--- src/gba_pkg.sv ---
`timescale 1ns / 1ps

package gba_pkg;

  // default iteration count and the most the angle table supports
  localparam int CordicStagesDef = 16;
  localparam int AtanTableLen    = 24;

  // goal direction codes
  localparam logic [8:0] DirN  = 9'd0;
  localparam logic [8:0] DirNe = 9'd45;
  localparam logic [8:0] DirE  = 9'd90;
  localparam logic [8:0] DirSe = 9'd135;
  localparam logic [8:0] DirS  = 9'd180;
  localparam logic [8:0] DirSw = 9'd225;
  localparam logic [8:0] DirW  = 9'd270;
  localparam logic [8:0] DirNw = 9'd315;

  // target square half side in cm
  localparam logic signed [8:0] HalfSide = 9'sd150;

  // widths: dx/dy are 17 bit, scaled by 2^16, plus cordic gain and rotation headroom
  localparam int DeltaW = 17;
  localparam int FracW  = 16;
  localparam int XyW    = 36;
  localparam int PhaseW = 32;

  // bearing scale: 360 degrees in 1/16 degree units
  localparam int BearingW = 13;
  localparam logic [BearingW-1:0] BearingFull = 13'd5760;
  localparam int ProdW = PhaseW + BearingW;

  // one cordic beat moving down the chain
  typedef struct packed {
    logic                    vld;
    logic                    zero;
    logic signed [XyW-1:0]   x;
    logic signed [XyW-1:0]   y;
    logic [PhaseW-1:0]       phase;
  } cordic_t;

  // atan(2^-i) as a fraction of the full circle, 2^32 = 360 degrees
  function automatic logic [PhaseW-1:0] atan_phase(input int idx);
    logic [PhaseW-1:0] v;
    unique case (idx)
      0:  v = 32'h20000000;
      1:  v = 32'h12E4051E;
      2:  v = 32'h09FB385B;
      3:  v = 32'h051111D4;
      4:  v = 32'h028B0D43;
      5:  v = 32'h0145D7E1;
      6:  v = 32'h00A2F61E;
      7:  v = 32'h00517C55;
      8:  v = 32'h0028BE53;
      9:  v = 32'h00145F2F;
      10: v = 32'h000A2F98;
      11: v = 32'h000517CC;
      12: v = 32'h00028BE6;
      13: v = 32'h000145F3;
      14: v = 32'h0000A2FA;
      15: v = 32'h0000517D;
      16: v = 32'h000028BE;
      17: v = 32'h0000145F;
      18: v = 32'h00000A30;
      19: v = 32'h00000518;
      20: v = 32'h0000028C;
      21: v = 32'h00000146;
      22: v = 32'h000000A3;
      23: v = 32'h00000051;
      default: v = '0;
    endcase
    return v;
  endfunction

endpackage

--- src/gba_front.sv ---
`timescale 1ns / 1ps

module gba_front import gba_pkg::*; (
  input  logic                clk,
  input  logic                rst,
  input  logic                en,
  input  logic                in_vld,
  input  logic [8:0]          goal_dir,
  input  logic signed [15:0]  pos_x,
  input  logic signed [15:0]  pos_y,
  output cordic_t             out
);

  logic signed [8:0]        tx;
  logic signed [8:0]        ty;
  logic signed [DeltaW-1:0] dx;
  logic signed [DeltaW-1:0] dy;
  logic signed [XyW-1:0]    x0;
  logic signed [XyW-1:0]    y0;
  cordic_t                  out_next;

  // goal code to target point, unknown codes aim at the origin
  always_comb begin
    tx = '0;
    ty = '0;
    unique case (goal_dir)
      DirN:    begin tx = '0;        ty = HalfSide;  end
      DirNe:   begin tx = HalfSide;  ty = HalfSide;  end
      DirE:    begin tx = HalfSide;  ty = '0;        end
      DirSe:   begin tx = HalfSide;  ty = -HalfSide; end
      DirS:    begin tx = '0;        ty = -HalfSide; end
      DirSw:   begin tx = -HalfSide; ty = -HalfSide; end
      DirW:    begin tx = -HalfSide; ty = '0;        end
      DirNw:   begin tx = -HalfSide; ty = HalfSide;  end
      default: begin tx = '0;        ty = '0;        end
    endcase
  end

  // vector to target, scaled into the cordic format
  always_comb begin
    dx = DeltaW'(tx) - DeltaW'(pos_x);
    dy = DeltaW'(ty) - DeltaW'(pos_y);
    x0 = XyW'(dy) <<< FracW;
    y0 = XyW'(dx) <<< FracW;
  end

  // fold the left half plane over by half a turn
  always_comb begin
    out_next.vld  = in_vld;
    out_next.zero = (dx == '0) && (dy == '0);
    if (x0[XyW-1]) begin
      out_next.x     = -x0;
      out_next.y     = -y0;
      out_next.phase = {1'b1, {(PhaseW-1){1'b0}}};
    end else begin
      out_next.x     = x0;
      out_next.y     = y0;
      out_next.phase = '0;
    end
  end

  always_ff @(posedge clk) begin
    if (rst) begin
      out.vld <= 1'b0;
    end else if (en) begin
      out <= out_next;
    end
  end

endmodule

--- src/gba_cell.sv ---
`timescale 1ns / 1ps

module gba_cell import gba_pkg::*; #(
  parameter int Stage = 0
) (
  input  logic    clk,
  input  logic    rst,
  input  logic    en,
  input  cordic_t in,
  output cordic_t out
);

  localparam logic [PhaseW-1:0] Atan = atan_phase(Stage);

  logic signed [XyW-1:0] xs;
  logic signed [XyW-1:0] ys;
  cordic_t               out_next;

  // one vectoring micro-rotation, steering y toward zero
  always_comb begin
    xs            = in.x >>> Stage;
    ys            = in.y >>> Stage;
    out_next.vld  = in.vld;
    out_next.zero = in.zero;
    if (!in.y[XyW-1]) begin
      out_next.x     = in.x + ys;
      out_next.y     = in.y - xs;
      out_next.phase = in.phase + Atan;
    end else begin
      out_next.x     = in.x - ys;
      out_next.y     = in.y + xs;
      out_next.phase = in.phase - Atan;
    end
  end

  always_ff @(posedge clk) begin
    if (rst) begin
      out.vld <= 1'b0;
    end else if (en) begin
      out <= out_next;
    end
  end

endmodule

--- src/gba_back.sv ---
`timescale 1ns / 1ps

module gba_back import gba_pkg::*; (
  input  logic                clk,
  input  logic                rst,
  input  cordic_t             in,
  output logic                en,
  output logic                out_vld,
  input  logic                out_rdy,
  output logic [BearingW-1:0] bearing
);

  logic                prod_vld;
  logic                prod_zero;
  logic [ProdW-1:0]    prod;
  logic [ProdW:0]      rounded;
  logic [BearingW:0]   r;
  logic [BearingW-1:0] res;
  logic                skid_vld;
  logic [BearingW-1:0] skid_data;
  logic                take;

  // chain advances while the skid slot is free
  assign en   = !skid_vld;
  assign take = prod_vld && en;

  // phase times degrees-per-turn in 1/16 units
  always_ff @(posedge clk) begin
    if (rst) begin
      prod_vld <= 1'b0;
    end else if (en) begin
      prod_vld  <= in.vld;
      prod_zero <= in.zero;
      prod      <= ProdW'(in.phase) * ProdW'(BearingFull);
    end
  end

  // round half up, wrap a full turn, zero vector gives north
  always_comb begin
    rounded = {1'b0, prod} + (ProdW+1)'(64'h80000000);
    r       = rounded[ProdW:PhaseW];
    if (prod_zero || (r >= (BearingW+1)'(BearingFull))) begin
      res = '0;
    end else begin
      res = r[BearingW-1:0];
    end
  end

  // output register with skid slot
  always_ff @(posedge clk) begin
    if (rst) begin
      out_vld  <= 1'b0;
      skid_vld <= 1'b0;
    end else if (!out_vld || out_rdy) begin
      if (skid_vld) begin
        out_vld  <= 1'b1;
        bearing  <= skid_data;
        skid_vld <= 1'b0;
      end else begin
        out_vld <= take;
        bearing <= res;
      end
    end else if (take) begin
      skid_vld  <= 1'b1;
      skid_data <= res;
    end
  end

  // skid slot only fills behind a held output beat
  a_skid_behind_out: assert property (@(posedge clk) disable iff (rst)
    skid_vld |-> out_vld)
    else $error("skid slot full with empty output register");

  a_skid_fill: assert property (@(posedge clk) disable iff (rst)
    (!skid_vld && take && out_vld && !out_rdy) |=> skid_vld)
    else $error("beat taken from chain was not parked in skid slot");

  a_bearing_range: assert property (@(posedge clk) disable iff (rst)
    out_vld |-> (bearing < BearingFull))
    else $error("bearing out of range");

  a_zero_north: assert property (@(posedge clk) disable iff (rst)
    (take && prod_zero && !out_vld) |=> (out_vld && bearing == '0))
    else $error("zero vector did not give bearing zero");

endmodule

--- src/goal_bearing_atan2.sv ---
`timescale 1ns / 1ps

// Compass bearing from a position to one of eight goal points on a square
// of half side 150 cm (any other goal code aims at the origin), returned in
// 1/16 degree clockwise from north, 0 to 5759. Fully pipelined: one beat is
// accepted every cycle while the skid slot is empty, and each beat passes the
// decode stage, one cordic cell per iteration (min(CORDIC_STAGES, 24) cells),
// the product stage and the output register. An output register with a skid
// slot keeps the input side open for one more beat while a result waits on
// the downstream side.

module goal_bearing_atan2 import gba_pkg::*; #(
  parameter int CORDIC_STAGES = CordicStagesDef
) (
  input  logic        clk,
  input  logic        rst,
  input  logic        s_axis_tvalid,
  output logic        s_axis_tready,
  input  logic [47:0] s_axis_tdata,   // goal_dir[8:0], pos_x[24:9], pos_y[40:25], zero pad
  output logic        m_axis_tvalid,
  input  logic        m_axis_tready,
  output logic [15:0] m_axis_tdata    // bearing[12:0], zero pad
);

  localparam int NumStages = (CORDIC_STAGES > AtanTableLen) ? AtanTableLen : CORDIC_STAGES;

  logic                en;
  logic [BearingW-1:0] bearing;
  cordic_t             chain [NumStages+1];

  assign s_axis_tready = en;
  assign m_axis_tdata  = {(16-BearingW)'(0), bearing};

  // decode and pre-rotation
  gba_front u_front (
    .clk      (clk),
    .rst      (rst),
    .en       (en),
    .in_vld   (s_axis_tvalid),
    .goal_dir (s_axis_tdata[8:0]),
    .pos_x    (s_axis_tdata[24:9]),
    .pos_y    (s_axis_tdata[40:25]),
    .out      (chain[0])
  );

  // one cell per cordic iteration
  for (genvar i = 0; i < NumStages; i++) begin : g_cell
    gba_cell #(.Stage(i)) u_cell (
      .clk (clk),
      .rst (rst),
      .en  (en),
      .in  (chain[i]),
      .out (chain[i+1])
    );
  end

  // scale, round and output buffering
  gba_back u_back (
    .clk     (clk),
    .rst     (rst),
    .in      (chain[NumStages]),
    .en      (en),
    .out_vld (m_axis_tvalid),
    .out_rdy (m_axis_tready),
    .bearing (bearing)
  );

endmodule
--- config.mk ---
export PLATFORM = sky130hd
export DESIGN_NAME = goal_bearing_atan2
export DESIGN_NICKNAME = d
export VERILOG_FILES = /design/src/gba_pkg.sv /design/src/gba_front.sv /design/src/gba_cell.sv /design/src/gba_back.sv /design/src/goal_bearing_atan2.sv
export SDC_FILE = /design/constraint.sdc
export NUM_CORES = 2
export LEC_CHECK = 0
export BUFFER_PORTS_ARGS = -buffer_cell sky130_fd_sc_hd__buf_2
export CAP_MARGIN = 40
export CORE_MARGIN = 2
export CORE_UTILIZATION = 54
export DETAILED_ROUTE_END_ITERATION = 10
export PLACE_DENSITY = 0.7
export SLEW_MARGIN = 10
export SYNTH_ARGS = -nofsm -noshare
export SYNTH_HDL_FRONTEND = slang
export SYNTH_SLANG_ARGS = --single-unit
--- constraint.sdc ---
create_clock -name clk -period 120.1 [get_ports clk]
set_input_delay 24.02 -clock clk [delete_from_list [all_inputs] [get_ports clk]]
set_output_delay 24.02 -clock clk [all_outputs]
set_load 0.05 [all_outputs]
==> run_results.csv <==
group,metric,value,unit
yosys,synth_edf_count,1405,
drt,postRouteAntennaNets,0,
timing,rsz0062_at_grt,"false",
drt,first_pass_iters,8,
yosys,netlist_area,121600,um^2
timing,fin_crit,29.00,ns
clock_tree,postCtsHoldBufs,0,
drt,num_vias,95376,
timing,tightest_slew,0.8730,ns
clock_tree,clock_path_buffers,3,
yosys,synth_cell_types,107,
timing,setup_viol,0,
grt,grtUsageTotal,25.18,%
clock_tree,cts_made_buffers,161,
setup_path,arrival,29.44,ns
clock_tree,cts_root_buf,"clkbuf_16",
clock_tree,clk_pin_slew,0.06,ns
place,dpl.hpwl,235.3,mm
floorplanning,die_h,478.6,um
clock_tree,cts.repair.resized,0,
cells_and_area,finalInstanceArea,131200,um^2
timing,finalSetupTns,0,ns
drt,wl,298.5,mm
grt,grt_overflow,0,
yosys,async_flop_share,0,%
drt,initialDrtViolationCount,5979,
min_path,hold_path.class,"flop to flop",
clock_tree,clkLatencyLatePin,0.84,ns
setup_path,crit_path_max_incr_delay,0.78,ns
cells_and_area,drive_gt1_share,4.276,%
floorplanning,rows,174,
min_path,hold_start,"g_cell[5].u_cell.out[104]$_DFFE_PP_",
setup_path,cp-start-kind,"input port",
drt,via_per_inst,5.928,
drt,post-route-drc-count,0,
min_path,min_path_cells,0,
grt,grt_pass1_wl,475.8,mm
timing,slew_violations,0,
floorplanning,die_area,229000,um^2
grt,grt_start_max_net_pins,74,
yosys,synth_seq_area_share,35.02,%
cells_and_area,nFillCells,18937,
setup_path,cp-end-kind,"flop",
setup_path,worstSetupPathType,"input port to flop",
timing,fin_skew,0.05531,ns
grt,met2_usage,44.95,%
timing,relSlewSlack,41.26,%
setup_path,path_cells,"buf_2 > nor2_4 > buf_4 > buf_16 > buf_4 > buf_4 > buf_16 > buf_4 > buf_16 > buf_4 > buf_4 > buf_4 > buf_4",
yosys,syn_area_per_cell,9.474,um^2
floorplanning,fp.dieW,478.6,um
floorplanning,pin_count,70,
setup_path,crit_top_cell,"buf_4",
outcome,status,"finished clean",
timing,max_freq,34.48,MHz
setup_path,r2r_end,"g_cell[5].u_cell.out[37]$_DFFE_PP_",
timing,post-route-period-util,24.15,%
floorplanning,start_util,54.19,%
setup_path,worst_path_max_delay_cell,"buf_4",
clock_tree,cts_tree,"yes",
place,placed_area,125700,um^2
yosys,ys_ff_latch,1425,
place,port_buffers,59,
floorplanning,core,224500,um^2
setup_path,reg2regPathDepth,13,
grt,global_route.peak_usage_layer,"met2",
run,maxCapViolations,0,
timing,finalHoldViolations,0,
drt,wire_per_inst,18.56,um
setup_path,r2r_setup_slack,113.89,ns
yosys,syn_inst,12838,
place,gp_congestion,0.9827,
grt,grt_pass1_vias,92647,
clock_tree,clock_sinks,1425,
setup_path,cp_max_fo,71,
setup_path,crit_required,120.54,ns
clock_tree,postCtsSetupRepairBufs,0,
grt,grt_util_met3,2.387,%
yosys,synth_flop_cell,"edfxtp_1",
clock_tree,htree_levels,4,
min_path,holdPathEnd,"g_cell[6].u_cell.out[104]$_DFFE_PP_",
cells_and_area,fin_nets,14512,
setup_path,reg2reg_from,"u_back.skid_vld$_SDFFE_PP0P_",
grt,use_met1,30.86,%
yosys,ys_warn_count,0,
grt,antenna_found_initial,2,
cells_and_area,areaGrowthSynthToFinish,7.859,%
[Yosys cell counts (155+ instances only)]
cell	instances	area [um^2]
ha_1	1410	17640
clkbuf_1	155	581.8
a21o_1	546	4099
nor2_1	1264	4745
xor2_1	624	5465
o21bai_1	155	1164
edfxtp_1	1405	42190
nor3_1	356	1782
nand3_1	221	1106
a21oi_1	1356	6787
o21ai_0	518	2592
nor2b_1	191	1195
a31oi_1	164	1026
inv_1	708	2658
xnor2_1	1155	10120
nand2_1	713	2676
[final cells by class]
cell class	instances	area, um^2	share of cell area, %
diodes	1	2.502	0.001908
clock buffers	191	4235	3.229
clock inverters	107	1100	0.8384
inverters	713	2676	2.040
multi-input cells	10521	75700	57.70
flip-flops and latches	1425	42590	32.47
well taps	2992	3744	2.854
repair buffers	138	1136	0.8660
[cell families (layout without fill, tap and decap cells)]
kind of cell | after synthesis | after routing | synth area share (%)
XOR/XNOR | 1779 | 1779 | 12.81
adder cells (fa/ha/maj) | 1500 | 1500 | 15.99
multiplexers | 81 | 81 | 0.7047
AND/OR/NAND/NOR | 3573 | 3573 | 14.01
AO/OA/AOI/OAI | 3582 | 3582 | 18.69
flip-flops | 1425 | 1425 | 35.02
other | 1 | 7 | 0.003083
buffers and inverters | 897 | 1149 | 2.780
[layer usage]
metal / wire, um / vias to the layer above
met2: 148000 / 2515
met3: 11540 / 665
met5: 0 / -
li1: - / 47407
met4: 12880 / 0
met1: 126100 / 44789
[worst max path at each step]
stage / start / to / slack [ns] / depth (start not counted)
floorplan: rst / u_back.skid_data[0]$_DFFE_PP_ / 33.39 / 2
global placement: rst / g_cell[5].u_cell.out[70]$_DFFE_PP_ / 88.94 / 10
detailed placement: rst / g_cell[5].u_cell.out[70]$_DFFE_PP_ / 89.23 / 12
CTS: rst / g_cell[5].u_cell.out[37]$_DFFE_PP_ / 90.11 / 12
global route: rst / g_cell[5].u_cell.out[37]$_DFFE_PP_ / 90.69 / 13
finish: rst / g_cell[5].u_cell.out[37]$_DFFE_PP_ / 91.10 / 13
[through the flow]
| stage | utilization, % | std cells | hold slack, ns | worst slack, ns |
|---|---|---|---|---|
| 2_1_floorplan | - | 12843 | 0.4003 | 33.39 |
| 3_3_place_gp | 55.87 | 15764 | 0.4012 | 88.94 |
| 3_5_place_dp | 55.99 | 15782 | 0.4045 | 89.23 |
| 4_1_cts | 58.37 | 16080 | 0.4199 | 90.11 |
| 5_1_grt | 58.44 | 16088 | 0.4252 | 90.69 |
| 6_report | 58.44 | 16088 | 0.4143 | 91.10 |
[cell usage in the layout (no fill, tap or decap), types with 37 or more instances in the layout]
| cell type | instances |
|---|---|
| o21bai_1 | 155 |
| a21boi_0 | 38 |
| nor3_1 | 356 |
| a21o_1 | 546 |
| or4_1 | 37 |
| inv_1 | 708 |
| nor2_1 | 1263 |
| buf_2 | 63 |
| o21ai_0 | 518 |
| and3_1 | 146 |
| xor2_1 | 624 |
| a211o_1 | 42 |
| mux2_2 | 37 |
| nand3_1 | 221 |
| o31ai_1 | 79 |
| clkbuf_16 | 165 |
| nor2b_1 | 191 |
| buf_4 | 56 |
| edfxtp_1 | 1405 |
| o21a_1 | 152 |
| or3_1 | 79 |
| mux2i_1 | 44 |
| a31o_2 | 37 |
| o41ai_1 | 41 |
| a21oi_1 | 1356 |
| a211oi_1 | 99 |
| nand4_1 | 71 |
| nand2_1 | 713 |
| a31oi_1 | 163 |
| nor4_1 | 106 |
| and2_1 | 76 |
| nand2b_1 | 132 |
| ha_1 | 1410 |
| fa_1 | 90 |
| or2_2 | 46 |
| xnor2_1 | 1155 |
| o211ai_1 | 56 |
[critical path, delay by kind of cell]
| family | cells | cell delay [ns] |
|---|---|---|
| buf+inv | 12 | 5.01 |
| simple gates | 1 | 0.12 |
[registers in the layout, summed over array words and instances, names as in the netlist]
name and count:
g_cell.u_cell.out 1338, u_back.bearing 13, u_back.out_vld 1, u_back.prod 14, u_back.prod_vld 1, u_back.prod_zero 1, u_back.skid_data 13, u_back.skid_vld 1
u_front.out 43
Power is not shown: default switching activity piles up to over one toggle a cycle in this logic, so the estimate is an artifact.
